<file path="src/design/ahdlc_pkg.sv">
// ----------------------------------------------------------------------------
// ahdlc_pkg
// Shared types, constants and functions of the async HDLC receive deframer.
// ----------------------------------------------------------------------------
package ahdlc_pkg;

  localparam int unsigned DEF_FRAME_LIMIT = 4096;
  localparam int unsigned DEF_QUEUE_DEPTH = 4;

  localparam int unsigned CNT_W  = 13;
  localparam int unsigned ADDR_W = 4;
  localparam int unsigned DATA_W = 32;

  localparam logic [7:0]  FLAG_CHAR = 8'h7e;
  localparam logic [7:0]  ESC_CHAR  = 8'h7d;
  localparam logic [7:0]  ESC_XOR   = 8'h20;
  localparam logic [7:0]  ADDR_CHAR = 8'hff;
  localparam logic [7:0]  CTRL_CHAR = 8'h03;
  localparam logic [7:0]  PROTO_PAD = 8'h00;
  localparam logic [15:0] FCS_INIT  = 16'hffff;
  localparam logic [15:0] FCS_GOOD  = 16'hf0b8;
  localparam logic [15:0] FCS_POLY  = 16'h8408;

  localparam logic [CNT_W-1:0] MAX_FRAME_RESET = 13'd1506;

  // Register indexes (byte address / 4)
  localparam logic [1:0] REG_RX_ACCM     = 2'd0;
  localparam logic [1:0] REG_ACCEPT_ACFC = 2'd1;
  localparam logic [1:0] REG_ACCEPT_PFC  = 2'd2;
  localparam logic [1:0] REG_MAX_FRAME   = 2'd3;

  typedef enum logic [2:0] {
    KIND_DATA    = 3'd0,
    KIND_GOOD    = 3'd1,
    KIND_FCS_ERR = 3'd2,
    KIND_SHORT   = 3'd3,
    KIND_DROPPED = 3'd4,
    KIND_ABORT   = 3'd5
  } kind_t;

  typedef struct packed {
    logic [31:0]      rx_accm;
    logic             accept_acfc;
    logic             accept_pfc;
    logic [CNT_W-1:0] max_frame_bytes;
  } cfg_t;

  // Up to two results caused by one line byte
  typedef struct packed {
    logic [1:0] count;
    logic [7:0] data0;
    kind_t      kind0;
    logic [7:0] data1;
    kind_t      kind1;
    logic [3:0] status;
  } entry_t;

  function automatic logic [15:0] fcs_update(logic [15:0] fcs, logic [7:0] c);
    logic [15:0] f;
    f = fcs ^ {8'h00, c};
    for (int i = 0; i < 8; i++) begin
      f = f[0] ? ((f >> 1) ^ FCS_POLY) : (f >> 1);
    end
    return f;
  endfunction

endpackage

</file>
<file path="src/design/ahdlc_ifs.sv">
// ----------------------------------------------------------------------------
// ahdlc interfaces
// Valid/ready channels for received line bytes and deframed results.
// ----------------------------------------------------------------------------
interface ahdlc_rx_if ();
  logic       valid;
  logic       ready;
  logic [7:0] rx_byte;

  modport source (output valid, output rx_byte, input ready);
  modport sink (input valid, input rx_byte, output ready);
endinterface

interface ahdlc_res_if ();
  logic       valid;
  logic       ready;
  logic [7:0] out_byte;
  logic [2:0] kind;
  logic [3:0] line_status;
  logic       last_of_step;

  modport source (output valid, output out_byte, output kind, output line_status,
                  output last_of_step, input ready);
  modport sink (input valid, input out_byte, input kind, input line_status,
                input last_of_step, output ready);
endinterface

</file>
<file path="src/design/ahdlc_cfg.sv">
// ----------------------------------------------------------------------------
// ahdlc_cfg
// APB-style configuration registers of the deframer.
// ----------------------------------------------------------------------------
module ahdlc_cfg import ahdlc_pkg::*; (
  input  logic              clk,
  input  logic              rst,
  input  logic              psel,
  input  logic              penable,
  input  logic              pwrite,
  input  logic [ADDR_W-1:0] paddr,
  input  logic [DATA_W-1:0] pwdata,
  output logic [DATA_W-1:0] prdata,
  output logic              pready,
  output cfg_t              cfg
);

  logic [1:0] index;
  logic       wr_en;

  assign index  = paddr[ADDR_W-1:2];
  assign wr_en  = psel && penable && pwrite;
  assign pready = 1'b1;

  always_ff @(posedge clk) begin
    if (rst) begin
      cfg.rx_accm         <= '0;
      cfg.accept_acfc     <= 1'b1;
      cfg.accept_pfc      <= 1'b1;
      cfg.max_frame_bytes <= MAX_FRAME_RESET;
    end else if (wr_en) begin
      case (index)
        REG_RX_ACCM:     cfg.rx_accm         <= pwdata;
        REG_ACCEPT_ACFC: cfg.accept_acfc     <= pwdata[0];
        REG_ACCEPT_PFC:  cfg.accept_pfc      <= pwdata[0];
        REG_MAX_FRAME:   cfg.max_frame_bytes <= pwdata[CNT_W-1:0];
        default: ;
      endcase
    end
  end

  always_comb begin
    case (index)
      REG_RX_ACCM:     prdata = cfg.rx_accm;
      REG_ACCEPT_ACFC: prdata = DATA_W'(cfg.accept_acfc);
      REG_ACCEPT_PFC:  prdata = DATA_W'(cfg.accept_pfc);
      REG_MAX_FRAME:   prdata = DATA_W'(cfg.max_frame_bytes);
      default:         prdata = '0;
    endcase
  end

endmodule

</file>
<file path="src/design/ahdlc_front.sv">
// ----------------------------------------------------------------------------
// ahdlc_front
// Per-byte classification: control map, unescape, header check, FCS, hold.
// ----------------------------------------------------------------------------
module ahdlc_front import ahdlc_pkg::*; #(
  parameter int unsigned FRAME_LIMIT = DEF_FRAME_LIMIT
) (
  input  logic       clk,
  input  logic       rst,
  ahdlc_rx_if.sink   line,
  input  cfg_t       cfg,
  input  logic       enq_full,
  output logic       enq_valid,
  output entry_t     enq_entry
);

  localparam int unsigned LimW = ($clog2(FRAME_LIMIT + 1) > CNT_W) ?
                                 $clog2(FRAME_LIMIT + 1) : CNT_W;

  typedef struct packed {
    logic [CNT_W-1:0] cnt;
    logic [1:0]       fill;
    logic [7:0]       h0;
    logic [7:0]       h1;
    logic [1:0]       n;
    logic [1:0][7:0]  rb;
    kind_t [1:0]      rk;
  } st_t;

  logic [CNT_W-1:0] stored_count;
  logic [15:0]      running_fcs;
  logic             escape_pending;
  logic             flushing;
  logic [7:0]       hold0;
  logic [7:0]       hold1;
  logic [1:0]       hold_fill;
  logic [3:0]       line_flags;

  logic [15:0] running_fcs_next;
  logic        escape_pending_next;
  logic        flushing_next;
  logic [3:0]  line_flags_next;
  st_t         st_next;
  logic        accept;

  function automatic st_t emit_r(st_t s, logic [7:0] b, kind_t k);
    st_t r;
    r = s;
    if (r.n == 2'd0) begin
      r.rb[0] = b;
      r.rk[0] = k;
    end else begin
      r.rb[1] = b;
      r.rk[1] = k;
    end
    if (r.n != 2'd2) r.n = r.n + 2'd1;
    return r;
  endfunction

  function automatic st_t push_r(st_t s, logic [7:0] b);
    st_t r;
    r = s;
    if (r.fill == 2'd2) begin
      r    = emit_r(r, r.h0, KIND_DATA);
      r.h0 = r.h1;
      r.h1 = b;
    end else if (r.fill == 2'd0) begin
      r.h0   = b;
      r.fill = 2'd1;
    end else begin
      r.h1   = b;
      r.fill = 2'd2;
    end
    r.cnt = r.cnt + CNT_W'(1);
    return r;
  endfunction

  function automatic st_t flush_r(st_t s);
    st_t r;
    r      = s;
    r.cnt  = '0;
    r.fill = 2'd0;
    return emit_r(r, 8'h00, KIND_DROPPED);
  endfunction

  assign line.ready = !enq_full;
  assign accept     = line.valid && line.ready;

  always_comb begin
    st_t              s;
    logic             go;
    logic [7:0]       c;
    logic [7:0]       cc;
    logic [CNT_W-1:0] adj;

    c       = line.rx_byte;
    s.cnt   = stored_count;
    s.fill  = hold_fill;
    s.h0    = hold0;
    s.h1    = hold1;
    s.n     = 2'd0;
    s.rb    = '0;
    s.rk[0] = KIND_DATA;
    s.rk[1] = KIND_DATA;
    go      = 1'b0;
    cc      = c;
    adj     = '0;

    running_fcs_next    = running_fcs;
    escape_pending_next = escape_pending;
    flushing_next       = flushing;
    line_flags_next     = line_flags | {(^c) ? 2'b01 : 2'b10, c[7] ? 2'b01 : 2'b10};

    if (!(c[7:5] == 3'd0 && cfg.rx_accm[c[4:0]])) begin
      if (c == FLAG_CHAR) begin
        if (flushing) begin
          flushing_next = 1'b0;
        end else if (escape_pending) begin
          if (s.cnt != '0) s = emit_r(s, 8'h00, KIND_ABORT);
        end else if (s.cnt != '0) begin
          // strip the FCS before the length check
          adj = (s.cnt > CNT_W'(2)) ? s.cnt - CNT_W'(2) : s.cnt;
          if (adj < CNT_W'(4)) begin
            s = emit_r(s, 8'h00, KIND_SHORT);
          end else begin
            s = emit_r(s, 8'h00, (running_fcs == FCS_GOOD) ? KIND_GOOD : KIND_FCS_ERR);
          end
        end
        escape_pending_next = 1'b0;
        s.cnt               = '0;
        s.fill              = 2'd0;
      end else if (!flushing) begin
        go = 1'b1;
        if (escape_pending) begin
          escape_pending_next = 1'b0;
          cc                  = c ^ ESC_XOR;
        end else if (c == ESC_CHAR) begin
          escape_pending_next = 1'b1;
          go                  = 1'b0;
        end
        if (go && s.cnt == CNT_W'(0)) begin
          running_fcs_next = FCS_INIT;
          if (cc != ADDR_CHAR) begin
            if (!cfg.accept_acfc) begin
              s  = flush_r(s);
              go = 1'b0;
            end else begin
              s = push_r(s, ADDR_CHAR);
              s = push_r(s, CTRL_CHAR);
            end
          end
        end
        if (go && s.cnt == CNT_W'(1) && cc != CTRL_CHAR) begin
          s  = flush_r(s);
          go = 1'b0;
        end
        if (go && s.cnt == CNT_W'(2) && cc[0]) begin
          if (!cfg.accept_pfc) begin
            s  = flush_r(s);
            go = 1'b0;
          end else begin
            s = push_r(s, PROTO_PAD);
          end
        end
        if (go && s.cnt == CNT_W'(3) && !cc[0]) begin
          s  = flush_r(s);
          go = 1'b0;
        end
        // overrun: the limit is the smaller of the register and FRAME_LIMIT
        if (go && (s.cnt >= cfg.max_frame_bytes ||
                   LimW'(s.cnt) >= LimW'(FRAME_LIMIT))) begin
          s  = flush_r(s);
          go = 1'b0;
        end
        if (go) begin
          s                = push_r(s, cc);
          running_fcs_next = fcs_update(running_fcs_next, cc);
        end else if (s.n != 2'd0 && c != ESC_CHAR) begin
          flushing_next = 1'b1;
        end else if (s.n != 2'd0) begin
          flushing_next = 1'b1;
        end
      end
    end

    st_next = s;
  end

  assign enq_valid        = accept && st_next.n != 2'd0;
  assign enq_entry.count  = st_next.n;
  assign enq_entry.data0  = st_next.rb[0];
  assign enq_entry.kind0  = st_next.rk[0];
  assign enq_entry.data1  = st_next.rb[1];
  assign enq_entry.kind1  = st_next.rk[1];
  assign enq_entry.status = line_flags_next;

  always_ff @(posedge clk) begin
    if (rst) begin
      stored_count   <= '0;
      running_fcs    <= FCS_INIT;
      escape_pending <= 1'b0;
      flushing       <= 1'b0;
      hold_fill      <= 2'd0;
      line_flags     <= 4'd0;
    end else if (accept) begin
      stored_count   <= st_next.cnt;
      running_fcs    <= running_fcs_next;
      escape_pending <= escape_pending_next;
      flushing       <= flushing_next;
      hold_fill      <= st_next.fill;
      line_flags     <= line_flags_next;
    end
  end

  always_ff @(posedge clk) begin
    if (accept) begin
      hold0 <= st_next.h0;
      hold1 <= st_next.h1;
    end
  end

endmodule

</file>
<file path="src/design/ahdlc_queue.sv">
// ----------------------------------------------------------------------------
// ahdlc_queue
// Short FIFO of result entries between the front and back parts.
// ----------------------------------------------------------------------------
module ahdlc_queue import ahdlc_pkg::*; #(
  parameter int unsigned DEPTH = DEF_QUEUE_DEPTH
) (
  input  logic   clk,
  input  logic   rst,
  input  logic   push,
  input  entry_t push_entry,
  output logic   full,
  input  logic   pop,
  output logic   head_valid,
  output entry_t head_entry
);

  localparam int unsigned PtrW = (DEPTH > 1) ? $clog2(DEPTH) : 1;
  localparam int unsigned CntW = $clog2(DEPTH + 1);

  entry_t            slots [DEPTH];
  logic [PtrW-1:0]   wr_ptr;
  logic [PtrW-1:0]   rd_ptr;
  logic [CntW-1:0]   fill;

  assign full       = fill == CntW'(DEPTH);
  assign head_valid = fill != '0;
  assign head_entry = slots[rd_ptr];

  always_ff @(posedge clk) begin
    if (rst) begin
      wr_ptr <= '0;
      rd_ptr <= '0;
      fill   <= '0;
    end else begin
      if (push) begin
        wr_ptr <= (wr_ptr == PtrW'(DEPTH - 1)) ? '0 : wr_ptr + PtrW'(1);
      end
      if (pop) begin
        rd_ptr <= (rd_ptr == PtrW'(DEPTH - 1)) ? '0 : rd_ptr + PtrW'(1);
      end
      case ({push, pop})
        2'b10:   fill <= fill + CntW'(1);
        2'b01:   fill <= fill - CntW'(1);
        default: fill <= fill;
      endcase
    end
  end

  always_ff @(posedge clk) begin
    if (push) slots[wr_ptr] <= push_entry;
  end

endmodule

</file>
<file path="src/design/ahdlc_back.sv">
// ----------------------------------------------------------------------------
// ahdlc_back
// Serializes queued entries into single results through an output register.
// ----------------------------------------------------------------------------
module ahdlc_back import ahdlc_pkg::*; (
  input  logic          clk,
  input  logic          rst,
  input  logic          head_valid,
  input  entry_t        head_entry,
  output logic          pop,
  ahdlc_res_if.source   frame
);

  logic       sel;
  logic       cur_last;
  logic       load;
  logic [7:0] cur_data;
  kind_t      cur_kind;

  assign cur_data = sel ? head_entry.data1 : head_entry.data0;
  assign cur_kind = sel ? head_entry.kind1 : head_entry.kind0;
  assign cur_last = sel || head_entry.count == 2'd1;
  assign load     = head_valid && (!frame.valid || frame.ready);
  assign pop      = load && cur_last;

  always_ff @(posedge clk) begin
    if (rst) begin
      frame.valid <= 1'b0;
      sel         <= 1'b0;
    end else if (load) begin
      frame.valid <= 1'b1;
      sel         <= !cur_last;
    end else if (frame.ready) begin
      frame.valid <= 1'b0;
    end
  end

  always_ff @(posedge clk) begin
    if (load) begin
      frame.out_byte     <= cur_data;
      frame.kind         <= cur_kind;
      frame.line_status  <= head_entry.status;
      frame.last_of_step <= cur_last;
    end
  end

endmodule

</file>
<file path="src/design/async_hdlc_rx_deframer_core.sv">
// ----------------------------------------------------------------------------
// async_hdlc_rx_deframer_core
// Async HDLC receive deframer with header restore and FCS-16 check.
// ----------------------------------------------------------------------------
// Line bytes enter on the line channel (valid/ready, rx_byte). Each byte gives
// zero, one or two results on the frame channel: data words (kind 0) and one
// end word per frame (good, FCS error, short, dropped, aborted); last_of_step
// marks the final word caused by a byte, line_status carries the sticky flags.
// The front takes one byte per cycle while the queue is not full, classifying
// it in that cycle; its results enter a QUEUE_DEPTH-entry queue, and the back
// part drives one word per cycle from an output register while the receiver
// is ready. A result word passes through the queue and the output register.
// Sustained rate is one byte per cycle while the receiver is ready; a byte that
// restores the protocol zero yields two words. When the receiver stalls, the
// queue fills and line.ready drops once it is full. Reset clears frame state,
// line flags and the queue, and loads the registers with their defaults (map 0,
// both compressions accepted, 1506 bytes). The user must write the registers
// over the APB port only while the block is idle; the block does not enforce it.
// ----------------------------------------------------------------------------
module async_hdlc_rx_deframer_core import ahdlc_pkg::*; #(
  parameter int unsigned FRAME_LIMIT = DEF_FRAME_LIMIT,
  parameter int unsigned QUEUE_DEPTH = DEF_QUEUE_DEPTH
) (
  input  logic              clk,
  input  logic              rst,
  ahdlc_rx_if.sink          line,
  ahdlc_res_if.source       frame,
  input  logic              psel,
  input  logic              penable,
  input  logic              pwrite,
  input  logic [ADDR_W-1:0] paddr,
  input  logic [DATA_W-1:0] pwdata,
  output logic [DATA_W-1:0] prdata,
  output logic              pready
);

  cfg_t   cfg;
  logic   enq_full;
  logic   enq_valid;
  entry_t enq_entry;
  logic   head_valid;
  entry_t head_entry;
  logic   pop;

  ahdlc_cfg u_cfg (
    .clk     (clk),
    .rst     (rst),
    .psel    (psel),
    .penable (penable),
    .pwrite  (pwrite),
    .paddr   (paddr),
    .pwdata  (pwdata),
    .prdata  (prdata),
    .pready  (pready),
    .cfg     (cfg)
  );

  ahdlc_front #(
    .FRAME_LIMIT (FRAME_LIMIT)
  ) u_front (
    .clk       (clk),
    .rst       (rst),
    .line      (line),
    .cfg       (cfg),
    .enq_full  (enq_full),
    .enq_valid (enq_valid),
    .enq_entry (enq_entry)
  );

  ahdlc_queue #(
    .DEPTH (QUEUE_DEPTH)
  ) u_queue (
    .clk        (clk),
    .rst        (rst),
    .push       (enq_valid),
    .push_entry (enq_entry),
    .full       (enq_full),
    .pop        (pop),
    .head_valid (head_valid),
    .head_entry (head_entry)
  );

  ahdlc_back u_back (
    .clk        (clk),
    .rst        (rst),
    .head_valid (head_valid),
    .head_entry (head_entry),
    .pop        (pop),
    .frame      (frame)
  );

endmodule

</file>
<file path="src/flat_wrapper.sv">
// flat-port wrapper written by rule: the top's interface ports become plain ports
module async_hdlc_rx_deframer_core_flat import ahdlc_pkg::*;
#(
  parameter int unsigned FRAME_LIMIT = DEF_FRAME_LIMIT,
  parameter int unsigned QUEUE_DEPTH = DEF_QUEUE_DEPTH
)
  (clk, rst, psel, penable, pwrite, paddr, pwdata, prdata, pready, line_valid, line_rx_byte, line_ready, frame_valid, frame_out_byte, frame_kind, frame_line_status, frame_last_of_step, frame_ready);
  ahdlc_rx_if line_i ();
  ahdlc_res_if frame_i ();
  input  logic clk;
  input  logic rst;
  input  logic psel;
  input  logic penable;
  input  logic pwrite;
  input  logic [ADDR_W-1:0] paddr;
  input  logic [DATA_W-1:0] pwdata;
  output logic [DATA_W-1:0] prdata;
  output logic pready;
  input wire logic [$bits(line_i.valid)-1:0] line_valid;
  input wire logic [$bits(line_i.rx_byte)-1:0] line_rx_byte;
  output wire logic [$bits(line_i.ready)-1:0] line_ready;
  output wire logic [$bits(frame_i.valid)-1:0] frame_valid;
  output wire logic [$bits(frame_i.out_byte)-1:0] frame_out_byte;
  output wire logic [$bits(frame_i.kind)-1:0] frame_kind;
  output wire logic [$bits(frame_i.line_status)-1:0] frame_line_status;
  output wire logic [$bits(frame_i.last_of_step)-1:0] frame_last_of_step;
  input wire logic [$bits(frame_i.ready)-1:0] frame_ready;
  assign line_i.valid = line_valid;
  assign line_i.rx_byte = line_rx_byte;
  assign line_ready = line_i.ready;
  assign frame_valid = frame_i.valid;
  assign frame_out_byte = frame_i.out_byte;
  assign frame_kind = frame_i.kind;
  assign frame_line_status = frame_i.line_status;
  assign frame_last_of_step = frame_i.last_of_step;
  assign frame_i.ready = frame_ready;
  async_hdlc_rx_deframer_core #(.FRAME_LIMIT(FRAME_LIMIT), .QUEUE_DEPTH(QUEUE_DEPTH)) u_core (.clk(clk), .rst(rst), .line(line_i), .frame(frame_i), .psel(psel), .penable(penable), .pwrite(pwrite), .paddr(paddr), .pwdata(pwdata), .prdata(prdata), .pready(pready));
endmodule
</file>
<file path="config.mk">
export PLATFORM = sky130hd
export DESIGN_NAME = async_hdlc_rx_deframer_core_flat
export DESIGN_NICKNAME = d
export VERILOG_FILES = /design/src/design/ahdlc_pkg.sv /design/src/design/ahdlc_ifs.sv /design/src/design/ahdlc_cfg.sv /design/src/design/ahdlc_front.sv /design/src/design/ahdlc_queue.sv /design/src/design/ahdlc_back.sv /design/src/design/async_hdlc_rx_deframer_core.sv /design/src/flat_wrapper.sv
export SDC_FILE = /design/constraint.sdc
export NUM_CORES = 1
export LEC_CHECK = 0
export BUFFER_PORTS_ARGS = -buffer_cell sky130_fd_sc_hd__buf_4
export CAP_MARGIN = 5
export CORE_UTILIZATION = 40
export CTS_BUF_LIST = sky130_fd_sc_hd__clkbuf_4 sky130_fd_sc_hd__clkbuf_8 sky130_fd_sc_hd__clkbuf_16
export DETAILED_ROUTE_END_ITERATION = 10
export MAX_ROUTING_LAYER = met4
export SLEW_MARGIN = 20
export SYNTH_ARGS = -nofsm -noshare
export SYNTH_HDL_FRONTEND = slang
export SYNTH_SLANG_ARGS = --single-unit
export TNS_END_PERCENT = 1
</file>
<file path="constraint.sdc">
create_clock -name clk -period 16.2 [get_ports clk]
set_clock_uncertainty 0.1 [all_clocks]
set_input_delay 1.62 -clock clk [delete_from_list [all_inputs] [get_ports clk]]
set_output_delay 1.62 -clock clk [all_outputs]
set_load 0.01 [all_outputs]
</file>
==> run_results.csv, run 1 <==
group,metric,value,unit
sta,tns,0,ns
worst_setup_path,cp.arrival,10.19,ns
clocking,ctsResizeCount,0,
synth,synth.top_cell.area_share,32.1,%
sta,max_freq,102,MHz
run_status,outcome,"complete, no violations",
synth,async_flop_share,0,%
worst_setup_path,cp_max_fo,17,
sta,setup_viol_count_final,0,
grt,grt_pass1_vias,9703,
worst_setup_path,crit_slowest_cell,"o21ai_1",
layout,diodes,0,
worst_setup_path,r2r_cells,32,
hold_path,hold_depth,2,
floorplanning,start_util,41.1,%
sta,drv_slew,0,
clocking,clock_path_buffers,3,
synth,synth.area.top_cells,"edfxtp_1, dfxtp_1, mux4_2",
sta,report.final.hold_viol_count,0,
power,vdd_drop_max,111,uV
power,powerDensity,237,nW/um^2
routing,antenna_left,0,
sta,grt_setup_unrepaired,"no",
clocking,cts_sinks,231,
routing,first_iter_violations,620,
power,pwr-share-seq,31.3,%
power,comb_power_share,51.4,%
sta,period_share,60.7,%
synth,ys.warnings.count,0,
synth,synth_edf_count,136,
synth,synth_nets,1356,
sta,period_needed,9.83,ns
synth,synth_common_cells,"nand2_1, edfxtp_1, a21oi_1",
sta,maxSlewHeadroom,27.9,%
grt,antenna_found_initial,0,
grt,grt_overflow_total,0,
placed_design,dpl.hpwl,23500,um
power,p_int,2.03,mW
power,p_sw_share,41.7,%
floorplanning,io-pin-count,102,
layout,regArea,5990,sq um
synth,syn_inst,1260,
grt,track_usage,20.8,%
floorplanning,die_y,180,um
power,p_leak,5.43,nW
routing,vias,9899,
synth,synth_most_common_cell,"nand2_1",
clocking,path_clk_slew,0.06,ns
synth,synth-seq-cells,231,
clocking,cts_root_buffer,"clkbuf_16",
routing,drt_wl_total,33300,um
worst_setup_path,critPathCaptureType,"flop",
clocking,post_cts_buffers,0,
layout,area_delta_synth_final,15.3,%
worst_setup_path,required,16.56,ns
synth,yosysSeqAreaShare,47.0,%
hold_path,worstHoldPathType,"flop to flop",
synth,netlist_area,12700,sq um
synth,synth_cell_type_count,88,
routing,drtPass1Iterations,5,
worst_setup_path,critPathKind,"input port to flop",
worst_setup_path,critPathMostFrequentCell,"ha_1",
worst_setup_path,rrSetupSlack,7.10,ns
synth,avgSynthCellArea,10.1,sq um
grt,grt_max_degree,74,
layout,final_area,14700,sq um
routing,vias_per_cell,5.68,
placed_design,port_buffers,98,
placed_design,gp_congestion,0.908,
layout,instances_no_fill,1742,
sta,tightest_slew,1.08,ns
worst_setup_path,start_kind,"input port",
floorplanning,die_w,180,um
clocking,cts_buffers,26,
layout,nFillCells,2927,
worst_setup_path,slowest_delay,0.51,ns
routing,drc,0,
synth,synth-main-ff-cell,"edfxtp_1",
placed_design,placed_cells,1695,
synth,yosysTopAreaCell,"edfxtp_1",
routing,wl_per_cell,19.1,um
job,cap_violations,0,
floorplanning,num_rows,64,
clocking,cts_tree,"yes",
floorplanning,die_area,32600,sq um
placed_design,dpl_cell_area,13800,sq um
power,total_power,3.48,mW
power,power_switching,1.45,mW
clocking,clk_latency,0.55,ns
floorplanning,core_area,31000,sq um
power,clockPowerShare,17.3,%
clocking,holdBufCountCts,0,
layout,nNetsFinal,1423,
layout,multi_input_area,6290,sq um
clocking,htree_levels,1,
grt,grt_pass1_wl,53300,um
layout,layout-drive-gt1-share,18.6,%
-- sequential cells by signal, summed over array words and instances (netlist names), 3 cells and up, named ones only --
signal,count
u_core.u_queue.slots,104
u_core.u_cfg.cfg,47
u_core.u_front.running_fcs,16
u_core.u_front.stored_count,13
u_core.u_back.frame.out_byte,8
u_core.u_front.hold0,8
u_core.u_front.hold1,8
u_core.u_back.frame.line_status,4
u_core.u_front.line_flags,4
u_core.u_back.frame.kind,3
u_core.u_queue.fill,3
-- power groups by stage --
| stage | sequential, mW | clock (mW) | combinational (mW) |
|---|---|---|---|
| floorplan | 1.08 | 0 | 1.29 |
| global route | 1.11 | 0.637 | 1.96 |
| finish | 1.09 | 0.603 | 1.79 |
| detailed placement | 1.10 | 0 | 1.77 |
| global placement | 1.10 | 0 | 1.73 |
| CTS | 1.09 | 0.616 | 1.78 |
-- area by class of cell --
cell class                 instances  share of cell area (%)
tap                              396                    3.37
clock inverter                    17                    1.35
timing repair buffer             113                    5.78
clock buffer                      30                    4.63
multi-input combinational        905                    42.8
sequential                       231                    40.8
inverter                          50                    1.28
-- routing by layer --
| layer | up-vias | routed length [um] | global-route usage [%] |
|---|---|---|---|
| met5 | - | 0 | - |
| met4 | 0 | 1060 | 7.15 |
| met3 | 62 | 1850 | 3.17 |
| met2 | 312 | 15000 | 32.2 |
| met1 | 4771 | 15300 | 27.9 |
| li1 | 4754 | - | - |
-- cell usage in the layout (no fill, tap or decap), types with 6 or more instances in the layout --
cell type	netlist	layout
a21o_1	8	8
a21oi_1	107	106
a31oi_1	8	8
and2_1	25	25
and3_1	11	11
buf_4	2	113
clkbuf_16	0	26
clkinv_2	0	6
dfxtp_1	95	94
edfxtp_1	136	136
ha_1	44	44
inv_1	48	48
mux2_2	14	14
mux2i_1	15	15
mux4_2	35	35
nand2_1	173	173
nand2b_1	21	21
nand3_1	30	30
nand3b_1	11	11
nand4_1	10	10
nor2_1	92	92
nor2b_1	15	11
nor3_1	18	17
nor4_1	13	13
o211ai_1	13	13
o21a_1	8	8
o21ai_0	38	38
o21ai_1	12	12
o221ai_1	6	6
o22ai_1	29	29
or2_2	7	7
or3_1	7	6
xnor2_1	36	36
xor2_1	6	6
-- metrics by stage --
stage / utilization [%] / hold WS, ns / worst slack [ns]
floorplan: - / 0.328 / 7.24
global placement: 44.6 / 0.341 / 5.97
detailed placement: 44.6 / 0.346 / 5.98
CTS: 47.4 / 0.355 / 6.52
global route: 47.4 / 0.370 / 5.86
finish: 47.4 / 0.355 / 6.37
-- worst max-delay path, delay by kind of cell --
| kind | cells | cell delay, ns |
|---|---|---|
| xor gates and xnor gates | 1 | 0.16 |
| AOI/OAI and AO/OA | 10 | 3.34 |
| buffers and inverters | 6 | 0.96 |
| adders and majority gates | 5 | 1.36 |
| and+or+nand+nor | 13 | 2.75 |
-- worst paths after layout --
| check | from | to |
|---|---|---|
| max | line_rx_byte[1] | u_core.u_queue.fill[2] |
| min | u_core.u_cfg.cfg[4] | u_core.u_cfg.cfg[4] |
| max reg2reg | u_core.u_front.stored_count[1] | u_core.u_queue.fill[2] |
| min reg2reg | u_core.u_cfg.cfg[4] | u_core.u_cfg.cfg[4] |
-- kinds of logic (layout without fill, tap and decap cells) --
family | count (synthesis) | in the layout | synth area share, %
simple gates | 463 | 463 | 18.3
other cells | 1 | 1 | 0.0294
xor+xnor | 42 | 42 | 2.89
fa+ha+maj | 45 | 45 | 4.48
flops | 231 | 231 | 47.0
compound gates | 288 | 288 | 14.6
buf+inv | 124 | 210 | 3.85
mux | 66 | 66 | 8.90
No activity file was read; power rests on OpenSTA's default activity.
==> inputs of run 2 (changes only) <==
--- a/config.mk
+++ b/config.mk
@@ -5,6 +5,7 @@
 export SDC_FILE = /design/constraint.sdc
 export NUM_CORES = 1
 export LEC_CHECK = 0
+export ABC_AREA = 1
 export BUFFER_PORTS_ARGS = -buffer_cell sky130_fd_sc_hd__buf_4
 export CAP_MARGIN = 5
 export CORE_UTILIZATION = 40
==> constraint.sdc (replaced) <==
create_clock -name clk -period 8.8 [get_ports clk]
set_clock_uncertainty 0.1 [all_clocks]
set_input_delay 0.88 -clock clk [delete_from_list [all_inputs] [get_ports clk]]
set_output_delay 0.88 -clock clk [all_outputs]
set_load 0.01 [all_outputs]
==> run_results.csv, run 2 <==
group,metric,value,unit
run_status,outcome,"complete, no violations",
synth,yosysSeqAreaShare,45.1,%
placed_design,dpl_cell_area,14400,sq um
clocking,cts_sinks,231,
layout,layout-drive-gt1-share,15.4,%
floorplanning,core_area,32600,sq um
synth,ys.warnings.count,0,
synth,synth_cell_type_count,60,
layout,mostFrequentLayoutCells,"nand2_1, o21ai_0, nor2_1",
clocking,htree_levels,1,
sta,setup_slack,1.31,ns
clocking,ctsResizeCount,0,
routing,first_iter_violations,828,
layout,largest_reg_flops,104,
layout,nNetsFinal,1799,
sta,tns,0,ns
synth,netlist_area,13300,sq um
routing,drt_wl_total,36400,um
layout,area_delta_synth_final,15.6,%
placed_design,place_ws,0.933,ns
synth,synth_nets,1730,
layout,regMostFlops,"u_core.u_queue.slots",
worst_setup_path,critPathMostFrequentCell,"nand2_1",
synth,synth.area.top_cells,"edfxtp_1, dfxtp_1, o21ai_0",
synth,async_flop_share,0,%
clocking,cts_tree,"yes",
synth,synth-seq-cells,231,
synth,avgSynthCellArea,8.13,sq um
routing,vias,11600,
layout,diodes,0,
sta,tightest_slew,0.974,ns
sta,max_freq,133,MHz
routing,drc,0,
clocking,cts_root_buffer,"clkbuf_16",
floorplanning,num_rows,66,
grt,grt_pass1_vias,11100,
floorplanning,die_w,184,um
worst_setup_path,cp.arrival,7.82,ns
layout,fin_util,47.1,%
sta,maxSlewHeadroom,34.8,%
worst_setup_path,start_kind,"flop",
worst_setup_path,critPathCaptureType,"flop",
synth,synth_common_cells,"nor2_1, nand2_1, o21ai_0",
floorplanning,start_util,40.7,%
clocking,post_cts_buffers,0,
routing,vias_per_cell,5.34,
floorplanning,die_area,33900,sq um
synth,syn_inst,1634,
routing,drtPass1Iterations,5,
routing,wl_per_cell,16.8,um
grt,antenna_found_initial,0,
placed_design,dpl.hpwl,25700,um
synth,yosysTopAreaCell,"edfxtp_1",
layout,nFillCells,3191,
worst_setup_path,slowest_delay,0.58,ns
clocking,cts_buffers,27,
grt,grt_pass1_wl,57900,um
synth,synth.top_cell.area_share,30.7,%
hold_path,worstHoldPathType,"flop to flop",
grt,grt_max_degree,73,
worst_setup_path,crit_buf_inv,4,
clocking,holdBufCountCts,0,
synth,synth_most_common_cell,"nor2_1",
clocking,clock_path_buffers,3,
worst_setup_path,cpLargestDelayFamily,"simple AND/OR/NAND/NOR gates",
worst_setup_path,critPathKind,"flop to flop",
synth,synth-main-ff-cell,"edfxtp_1",
grt,track_usage,22.2,%
floorplanning,io-pin-count,102,
placed_design,gp_congestion,0.906,
routing,antenna_left,0,
sta,drv_slew,0,
job,cap_violations,0,
clocking,path_clk_slew,0.06,ns
layout,top_regs,"u_core.u_queue.slots (104), u_core.u_cfg.cfg (47), u_core.u_front.running_fcs (16)",
worst_setup_path,crit_slowest_cell,"dfxtp_1",
synth,synth_edf_count,136,
clocking,clk_latency,0.54,ns
sta,report.final.hold_viol_count,0,
sta,period_needed,7.49,ns
worst_setup_path,required,9.13,ns
floorplanning,die_y,184,um
sta,grt_setup_unrepaired,"no",
worst_setup_path,cp_max_fo,18,
sta,period_share,85.1,%
layout,final_area,15400,sq um
sta,setup_viol_count_final,0,
placed_design,port_buffers,98,
grt,grt_overflow_total,0,
-- run 2: metrics by stage --
| step | instances | hold WS, ns |
|---|---|---|
| after floorplan | 1634 | 0.331 |
| final | 2166 | 0.356 |
| after global placement | 2116 | 0.340 |
| after CTS | 2166 | 0.355 |
| after global routing | 2166 | 0.370 |
| after detailed placement | 2116 | 0.345 |
-- run 2: kinds of logic (layout without fill, tap and decap cells) --
family,Yosys count,count (layout),share of synthesized area (%)
simple gates,618,618,22.0
compound gates,448,448,18.8
fa+ha+maj,45,45,4.29
other cells,1,1,0.0282
xor+xnor,30,30,1.98
buf+inv,259,349,7.63
flops,231,231,45.1
mux,2,2,0.151
-- run 2: path summary, 6_finish.rpt --
kind | endpoint | from | cells after the start | slack (ns)
max | u_core.u_queue.fill[2] | u_core.u_front.stored_count[1] | 46 | 1.31
min | u_core.u_front.line_flags[1] | u_core.u_front.line_flags[1] | 2 | 0.36
max reg2reg | u_core.u_queue.fill[2] | u_core.u_front.stored_count[1] | 46 | 1.31
min reg2reg | u_core.u_front.line_flags[1] | u_core.u_front.line_flags[1] | 2 | 0.36
-- run 2: final cells by class --
cell class / count / area (sq um) / share of cell area, %
flip-flops and latches: 231 / 5990 / 39.0
multi-input cells: 1144 / 6310 / 41.1
clock buffers: 28 / 683 / 4.45
inverters: 179 / 677 / 4.41
well taps: 442 / 553 / 3.60
clock inverters: 22 / 251 / 1.64
repair buffers: 120 / 901 / 5.86
-- run 2: tightest hold or removal path, cell delays in order, from the launching register on --
cell and delay [ns]:
dfxtp_1 0.30, inv_1 0.06, a21oi_1 0.06
-- run 2: routing by layer --
| metal | vias to the layer above | track usage (%) | wire [um] |
|---|---|---|---|
| li1 | 5775 | - | - |
| met2 | 344 | 36.9 | 17000 |
| met1 | 5373 | 27.7 | 16300 |
| met4 | 0 | 6.97 | 1050 |
| met5 | - | - | 0 |
| met3 | 66 | 3.50 | 2100 |
Power of run 2 is left out: the tool's default activity adds up to more than one toggle a clock period on the data nets, which glitch-free logic cannot reach.
==> inputs of run 3 (changes only) <==
--- a/config.mk
+++ b/config.mk
@@ -5,13 +5,14 @@
 export SDC_FILE = /design/constraint.sdc
 export NUM_CORES = 1
 export LEC_CHECK = 0
-export ABC_AREA = 1
+export ABC_AREA = 0
 export BUFFER_PORTS_ARGS = -buffer_cell sky130_fd_sc_hd__buf_4
 export CAP_MARGIN = 5
 export CORE_UTILIZATION = 40
 export CTS_BUF_LIST = sky130_fd_sc_hd__clkbuf_4 sky130_fd_sc_hd__clkbuf_8 sky130_fd_sc_hd__clkbuf_16
 export DETAILED_ROUTE_END_ITERATION = 10
 export MAX_ROUTING_LAYER = met4
+export PLACE_DENSITY_LB_ADDON = 0.05
 export SLEW_MARGIN = 20
 export SYNTH_ARGS = -nofsm -noshare
 export SYNTH_HDL_FRONTEND = slang
==> run_results.csv, run 3 (synthesis gave the netlist of run 1 again) <==
group,metric,value,unit
layout,mostFrequentLayoutCells,"nand2_1, edfxtp_1, buf_4",
routing,vias,9929,
layout,nNetsFinal,1444,
power,total_power,6.48,mW
worst_setup_path,critPathCaptureType,"flop",
worst_setup_path,crit_slowest_cell,"nor4_4",
hold_path,hold_depth,2,
job,cap_violations,0,
sta,setup_slack,0.639,ns
clocking,clock_path_buffers,3,
worst_setup_path,start_kind,"flop",
layout,multi_input_area,6290,sq um
sta,drv_slew,0,
layout,fin_util,47.8,%
sta,tightest_slew,0.770,ns
routing,vias_per_cell,5.63,
clocking,clk_latency,0.54,ns
routing,wl_per_cell,20.0,um
floorplanning,die_y,180,um
worst_setup_path,rrSetupSlack,0.64,ns
sta,period_share,92.7,%
sta,max_freq,123,MHz
hold_path,min_to,"u_core.u_cfg.cfg[11]",
worst_setup_path,critPathMostFrequentCell,"ha_1",
worst_setup_path,critPathKind,"flop to flop",
worst_setup_path,cp_max_fo,7,
worst_setup_path,r2r-start,"u_core.u_front.stored_count[12]",
grt,antenna_found_initial,0,
hold_path,worstHoldPathType,"flop to flop",
clocking,path_clk_slew,0.06,ns
clocking,cts_root_buffer,"clkbuf_16",
layout,nFillCells,2897,
layout,layout-drive-gt1-share,19.8,%
worst_setup_path,cp.arrival,8.53,ns
worst_setup_path,r2r_cells,30,
placed_design,dpl.hpwl,24700,um
floorplanning,core_area,31000,sq um
power,comb_power_share,52.4,%
routing,antenna_left,0,
layout,largest_reg_flops,104,
layout,mostFrequentLayoutCell,"nand2_1",
clocking,cts_sinks,231,
layout,regArea,5990,sq um
worst_setup_path,required,9.17,ns
clocking,cts_tree,"yes",
power,p_sw_share,41.7,%
power,vdd_drop_max,193,uV
worst_setup_path,slowest_delay,0.58,ns
hold_path,min_from,"u_core.u_cfg.cfg[11]",
clocking,post_cts_buffers,0,
grt,grt_max_degree,39,
routing,drtPass1Iterations,5,
layout,top_regs,"u_core.u_queue.slots (104), u_core.u_cfg.cfg (47), u_core.u_front.running_fcs (16)",
sta,period_needed,8.16,ns
placed_design,port_buffers,98,
power,clockPowerShare,16.8,%
grt,track_usage,22.4,%
grt,grt_pass1_wl,56400,um
run_status,outcome,"complete, no violations",
power,powerDensity,437,nW/um^2
worst_setup_path,r2r_end,"u_core.u_queue.fill[2]",
power,p_leak,5.54,nW
floorplanning,io-pin-count,102,
sta,tns,0,ns
clocking,cts_buffers,27,
placed_design,gp_congestion,0.891,
sta,finalHoldWorstSlack,0.351,ns
grt,grt_pass1_vias,9852,
sta,maxSlewHeadroom,48.6,%
floorplanning,num_rows,64,
clocking,htree_levels,1,
routing,first_iter_violations,671,
routing,drt_wl_total,35200,um
layout,diodes,0,
layout,area_delta_synth_final,16.4,%
power,pwr-share-seq,30.8,%
layout,regMostFlops,"u_core.u_queue.slots",
sta,setup_viol_count_final,0,
floorplanning,die_w,180,um
routing,drc,0,
floorplanning,die_area,32600,sq um
grt,grt_overflow_total,0,
sta,report.final.hold_viol_count,0,
sta,grt_setup_unrepaired,"no",
power,power_switching,2.70,mW
power,p_int,3.78,mW
placed_design,place_ws,0.256,ns
floorplanning,start_util,41.1,%
[run 3: changes by cell type in the layout (fill, tap and decap cells not counted), moves of 24 or more]
cell	previous run	this run
a21oi_1	132	106
and2_1	0	25
inv_1	158	48
mux4_2	0	35
nand2_1	206	173
nand3_1	74	30
nor2_1	205	91
o21ai_0	206	38
xnor2_1	12	36
[run 3: per-stage QoR]
step                      cell area, sq um  instances
after floorplan                      12700       1260
after global placement               14000       1715
after detailed placement             14000       1715
after CTS                            14800       1764
after global routing                 14800       1764
final                                14800       1764
[run 3: power by group through the flow]
stage | logic, mW | clock network, mW | registers (mW)
global route | 3.73 | 1.16 | 2.03
finish | 3.39 | 1.09 | 2.00
global placement | 3.37 | 0 | 2.02
CTS | 3.40 | 1.12 | 2.00
floorplan | 2.37 | 0 | 1.99
detailed placement | 3.38 | 0 | 2.02
[run 3: worst max path at each step]
stage	from	endpoint	slack, ns	depth (start not counted)
2_1_floorplan	line_rx_byte[1]	u_core.u_queue.slots[0][0]	0.58	29
6_report	u_core.u_front.stored_count[12]	u_core.u_queue.fill[2]	0.64	30
3_3_place_gp	line_rx_byte[1]	u_core.u_queue.fill[2]	0.29	33
5_1_grt	u_core.u_front.stored_count[12]	u_core.u_queue.fill[2]	0.12	30
4_1_cts	u_core.u_front.stored_count[12]	u_core.u_queue.fill[2]	0.67	30
3_5_place_dp	line_rx_byte[1]	u_core.u_queue.fill[2]	0.26	33
[run 3: layer usage]
metal  routed length, um  track usage (%)  vias to the layer above  share of wire, %
li1                    -                -                     4803                 -
met1               16000             29.1                     4815                45
met2               16800             37.0                      255                48
met3                1480             2.47                       56               4.2
met4                1000             6.22                        0               2.8
met5                   0                -                        -                 0
[run 3: layout make-up]
type / count / share of cell area [%]
Clock buffer: 38 / 5.16
Clock inverter: 11 / 0.717
Inverter: 50 / 1.27
Multi-Input combinational cell: 905 / 42.4
Sequential cell: 231 / 40.4
Tap cell: 396 / 3.34
Timing Repair Buffer: 133 / 6.73
[run 3: critical path, delay by kind of cell, from the launching register on]
kind	cells	cell delay (ns)
flops	1	0.40
compound gates	10	2.96
simple gates	13	3.24
buf+inv	2	0.12
xor+xnor	1	0.16
fa+ha+maj	4	1.09
[run 3: timing repair]
action / CTS / global route
resized for setup: 0 / 1
setup endpoints to repair: 0 / 1
hold buffers: 0 / 0
